[config.mk]
export PLATFORM = sky130hd
export DESIGN_NAME = mbdc_modmul
export DESIGN_NICKNAME = d
export VERILOG_FILES = /design/src/hdl/mbdc_pkg.sv /design/src/hdl/mbdc_modmul.sv
export SDC_FILE = /design/constraint.sdc
export NUM_CORES = 1
export LEC_CHECK = 0
export BUFFER_PORTS_ARGS = -buffer_cell sky130_fd_sc_hd__clkbuf_2
export CORE_MARGIN = 5
export CORE_UTILIZATION = 60
export DETAILED_ROUTE_END_ITERATION = 10
export PLACE_DENSITY = 0.82
export SKIP_CTS_REPAIR_TIMING = 1
export SYNTH_ARGS = -nofsm -noshare
export SYNTH_HDL_FRONTEND = slang
export SYNTH_SLANG_ARGS = --single-unit
[constraint.sdc]
create_clock -name clk -period 14.2 [get_ports clk]
set_input_delay 3.55 -clock clk [delete_from_list [all_inputs] [get_ports clk]]
set_output_delay 3.55 -clock clk [all_outputs]
set_load 0.03 [all_outputs]
[src/hdl/mbdc_pkg.sv]
package mbdc_pkg;

	// Number system and table geometry.
	localparam int WORD_W = 30;
	localparam logic [WORD_W-1:0] PRIME = 30'd1000000007;
	localparam logic [WORD_W-1:0] PRIME_EXP = 30'd1000000005;
	localparam int TABLE_SIZE = 4096;
	localparam int IDX_W = $clog2(TABLE_SIZE);

	// Field widths of the input item.
	localparam int OP_W = 2;
	localparam int N_W = 20;
	localparam int K_W = 12;
	localparam int B_W = 20;

	// Internal widths: binomial top argument, signed remaining total, k times bound.
	localparam int BN_W = 21;
	localparam int M_W = 34;
	localparam int KB_W = K_W + B_W;

	// Operation codes.
	localparam logic [OP_W-1:0] OP_BINOM = 2'd0;
	localparam logic [OP_W-1:0] OP_STARS = 2'd1;
	localparam logic [OP_W-1:0] OP_LOWER = 2'd2;
	localparam logic [OP_W-1:0] OP_UPPER = 2'd3;

	// Request to and answer from the shared modular multiplier.
	typedef struct packed {
		logic start;
		logic [WORD_W-1:0] a;
		logic [WORD_W-1:0] b;
	} mm_req_t;

	typedef struct packed {
		logic done;
		logic [WORD_W-1:0] result;
	} mm_rsp_t;

endpackage

[src/hdl/mbdc_modmul.sv]
module mbdc_modmul import mbdc_pkg::*; (
	input  logic    clk,
	input  logic    arst_n,
	input  mm_req_t req,
	output mm_rsp_t rsp
);

	localparam int STEP_W = $clog2(WORD_W);

	logic [WORD_W-1:0] a_q;
	logic [WORD_W-1:0] b_q;
	logic [WORD_W-1:0] acc_q;
	logic [STEP_W-1:0] step_q;
	logic              busy_q;
	logic              done_q;

	logic [WORD_W:0] dbl;
	logic [WORD_W:0] dbl_r;
	logic [WORD_W:0] sum;
	logic [WORD_W:0] sum_r;

	// One bit of the multiplier per cycle, most significant first:
	// double the partial product and add the multiplicand, reducing after each.
	always_comb begin
		dbl = {acc_q, 1'b0};
		dbl_r = (dbl >= {1'b0, PRIME}) ? dbl - {1'b0, PRIME} : dbl;
		sum = dbl_r + (b_q[WORD_W-1] ? {1'b0, a_q} : '0);
		sum_r = (sum >= {1'b0, PRIME}) ? sum - {1'b0, PRIME} : sum;
	end

	// Control of the iteration.
	always_ff @(posedge clk or negedge arst_n) begin
		if (!arst_n) begin
			busy_q <= 1'b0;
			done_q <= 1'b0;
			step_q <= '0;
		end else begin
			done_q <= 1'b0;
			if (req.start && !busy_q) begin
				busy_q <= 1'b1;
				step_q <= STEP_W'(WORD_W - 1);
			end else if (busy_q) begin
				step_q <= step_q - STEP_W'(1);
				if (step_q == '0) begin
					busy_q <= 1'b0;
					done_q <= 1'b1;
				end
			end
		end
	end

	// Operands and partial product.
	always_ff @(posedge clk) begin
		if (req.start && !busy_q) begin
			a_q <= req.a;
			b_q <= req.b;
			acc_q <= '0;
		end else if (busy_q) begin
			b_q <= {b_q[WORD_W-2:0], 1'b0};
			acc_q <= sum_r[WORD_W-1:0];
		end
	end

	assign rsp.done = done_q;
	assign rsp.result = acc_q;

endmodule

==> results.toml <==
[run_status]
outcome = "complete, no violations"

[floorplan]
die_x_um = 122
rows = 41
initial_core_util = 0.605
io_pins = 94
design.die.area_mm2 = 0.0150
die_h_um = 122
core_mm2 = 0.0125

[detailed_routing]
drtIter0Drc = 700
top_layer_used = "met4"
dr.pass1.iters = 6
drt-total-wl_mm = 20.7
wl_met3_mm = 1.76
wl_met1_mm = 9.13
wl_per_cell_um = 19.2
postRouteAntennaNets = 0
via_count = 6934
drcViolationCount = 0
wl_met2_mm = 9.34
vias_per_cell = 6.44

[setup_path]
critPathMaxFanout = 35
crit_chain = "nor4_1, nand2_1, a31oi_1, o211ai_1, a21oi_1, nor2_1, a21oi_1, inv_1, nand2_1, nor3_1, xor2_1, ha_1, and4_1, nand2_1, a2111o_1, o21a_1, a21boi_1, nor3_1, a211oi_1, a211o_1, nand3_2, a2111oi_0, a311o_1"
cp-start-kind = "flop"
cp_slowest_stage_delay_ps = 790
r2r_end = "acc_q[17]"
critical_path_arrival_ps = 8350
endpoint = "acc_q[17]"
reg2reg_from = "acc_q[4]"
path_class = "flop to flop"
critPathSlowestCell = "a21oi_1"
crit_start = "acc_q[4]"
ff2ff_setup_slack_ps = 6150
worstSetupEndpointType = "flop"
r2r_cells = 23
cpMostUsedCell = "nand2_1"
critical_path_required_ps = 14490

[timing]
fin_worst_skew_ps = 5.75
fin_crit_sh = 0.567
fmax_ghz = 0.124
setup_viol = 0
finalHoldViolCount = 0
period_minus_slack_ps = 8050
maxSlewHeadroom = 0.287
final.setup.tns_ps = 0
maxSlewViolCount = 0
rsz0062_at_grt = "no"
worstMarginPinSlew_ps = 1070

[yosys]
synth_seq_cells = 97
synth_nets = 933
synthCells = 835
synth-simple-area-share = 0.209
synth_compound_gate_area_share = 0.240
synth_edf_count = 60
synth_area_mm2 = 0.00758
avgSynthCellArea_um2 = 9.07
async_flop_share = 0.0722
ys_seq_area_frac = 0.340
synth_top_family_by_area = "compound AO/OA/AOI/OAI gates"
yosys_warnings = 0
muxShareOfSynthArea = 0.0472
synthFlopType = "edfxtp_1"
synthAdderAreaFrac = 0.0588
synth-xor-area-share = 0.0636
ys_types = 86

[global_route]
grt-ovfl-total = 0
antenna_found_initial = 0
grt_pass1_vias = 6378
grtUsageTotal = 0.275
grt_pass1_wl_mm = 32.6
grt_max_degree = 61

[layout]
mostFrequentLayoutCells = "93 x clkbuf_2, 78 x nand2_1, 60 x edfxtp_1"
drive_above_1_share = 0.186
layout_commonest_cell = "clkbuf_2"
antenna-diode-count = 0
final_cells = 1077
synthToLayoutAreaGrowth_pct = 10.7
final_nets = 998

[place]
routabilityCongestion = 0.993
placedCellCount = 1061
portBuffers = 93
hpwlAfterDp_mm = 15.0

[cts]
clock_latency_ps = 350
clk_path_buf_depth = 2
cts_sinks = 97
cts_tree = "done"
root_buffer = "clkbuf_16"
cts_buffers = 9
clk_pin_slew_ps = 70
h-tree-depth = 3

[run]
max_cap_violations = 0

[min_path]
hold_path.class = "flop to flop"
## layer usage
layer,vias to the layer above,track usage
met5,-,0
met4,0,0.0798
met3,36,0.0590
met2,318,0.431
met1,3243,0.384
li1,3337,-
## cell usage after synthesis (4+ instances only)
library cell | instances | area share
nand3_1 | 43 | 0.028
and2_1 | 37 | 0.031
xor2_1 | 21 | 0.024
dfxtp_1 | 30 | 0.079
nor4_1 | 5 | 0.0041
a311oi_1 | 4 | 0.0046
xnor2_1 | 34 | 0.039
buf_6 | 5 | 0.0074
o2111ai_1 | 5 | 0.0058
nor2_1 | 47 | 0.023
o21ai_0 | 31 | 0.020
o211ai_1 | 23 | 0.023
o211a_1 | 4 | 0.0053
buf_1 | 4 | 0.0020
dfrtp_1 | 7 | 0.023
mux2_2 | 30 | 0.045
and3_1 | 11 | 0.0091
nor3_1 | 20 | 0.013
a32oi_1 | 14 | 0.016
a21oi_1 | 52 | 0.034
a211oi_1 | 5 | 0.0050
ha_1 | 34 | 0.056
nand2_1 | 78 | 0.039
or3_1 | 6 | 0.0050
a2111oi_0 | 5 | 0.0058
o21bai_1 | 7 | 0.0069
nand2b_1 | 6 | 0.0050
buf_2 | 12 | 0.0079
clkbuf_1 | 23 | 0.011
a31oi_1 | 9 | 0.0074
a211o_1 | 5 | 0.0058
a21o_1 | 16 | 0.016
and4_1 | 5 | 0.0058
nand4_1 | 24 | 0.020
o21a_1 | 7 | 0.0069
inv_1 | 21 | 0.010
a2111o_1 | 12 | 0.018
edfxtp_1 | 60 | 0.24
## worst min-delay path by stage
stage	from	to	slack, ps	cells past startpoint
4_1_cts	step_q[4]	done_q	490	1
2_1_floorplan	step_q[4]	done_q	460	1
6_report	step_q[4]	done_q	490	1
3_5_place_dp	step_q[4]	done_q	480	1
3_3_place_gp	step_q[4]	done_q	470	1
5_1_grt	step_q[4]	done_q	520	1
## state kept, by name, indices dropped and copies added, names as in the netlist
register / cells
a_q: 30
acc_q: 30
b_q: 30
busy_q: 1
done_q: 1
step_q: 5
## per-stage QoR
step	area (µm²)	hold slack [ps]	util	setup slack, ps
finish	8390	491	0.670	6150
global route	8390	519	0.670	5770
CTS	8390	488	0.670	6330
detailed placement	8100	477	0.647	6390
global placement	8100	470	0.647	6570
floorplan	7580	455	-	8420
## area by class of cell
| class | instances | area, µm² |
|---|---|---|
| fillers | 1077 | 4130 |
| inverters | 21 | 78.8 |
| well taps | 172 | 215 |
| repair buffers | 100 | 518 |
| clock inverters | 6 | 65.1 |
| flip-flops and latches | 97 | 2580 |
| clock buffers | 10 | 229 |
| multi-input cells | 671 | 4700 |
## critical path, delay by kind of cell (launching register included)
kind            cells  cell delay [ps]
compound gates     11             4110
xor+xnor            1              160
fa+ha+maj           1              470
buf+inv             1              600
flops               1              390
simple gates        9             2240
## cells by family (layout without fill, tap and decap cells)
family,count (synthesis),count (layout)
AND/OR/NAND/NOR,304,304
AO/OA/AOI/OAI,245,245
flip-flops,97,97
buffers and inverters,67,137
XOR/XNOR,55,55
adder cells (fa/ha/maj),35,35
multiplexers,32,32
Power is not shown: default switching activity piles up to over one toggle a cycle in this logic, so the estimate is an artifact.
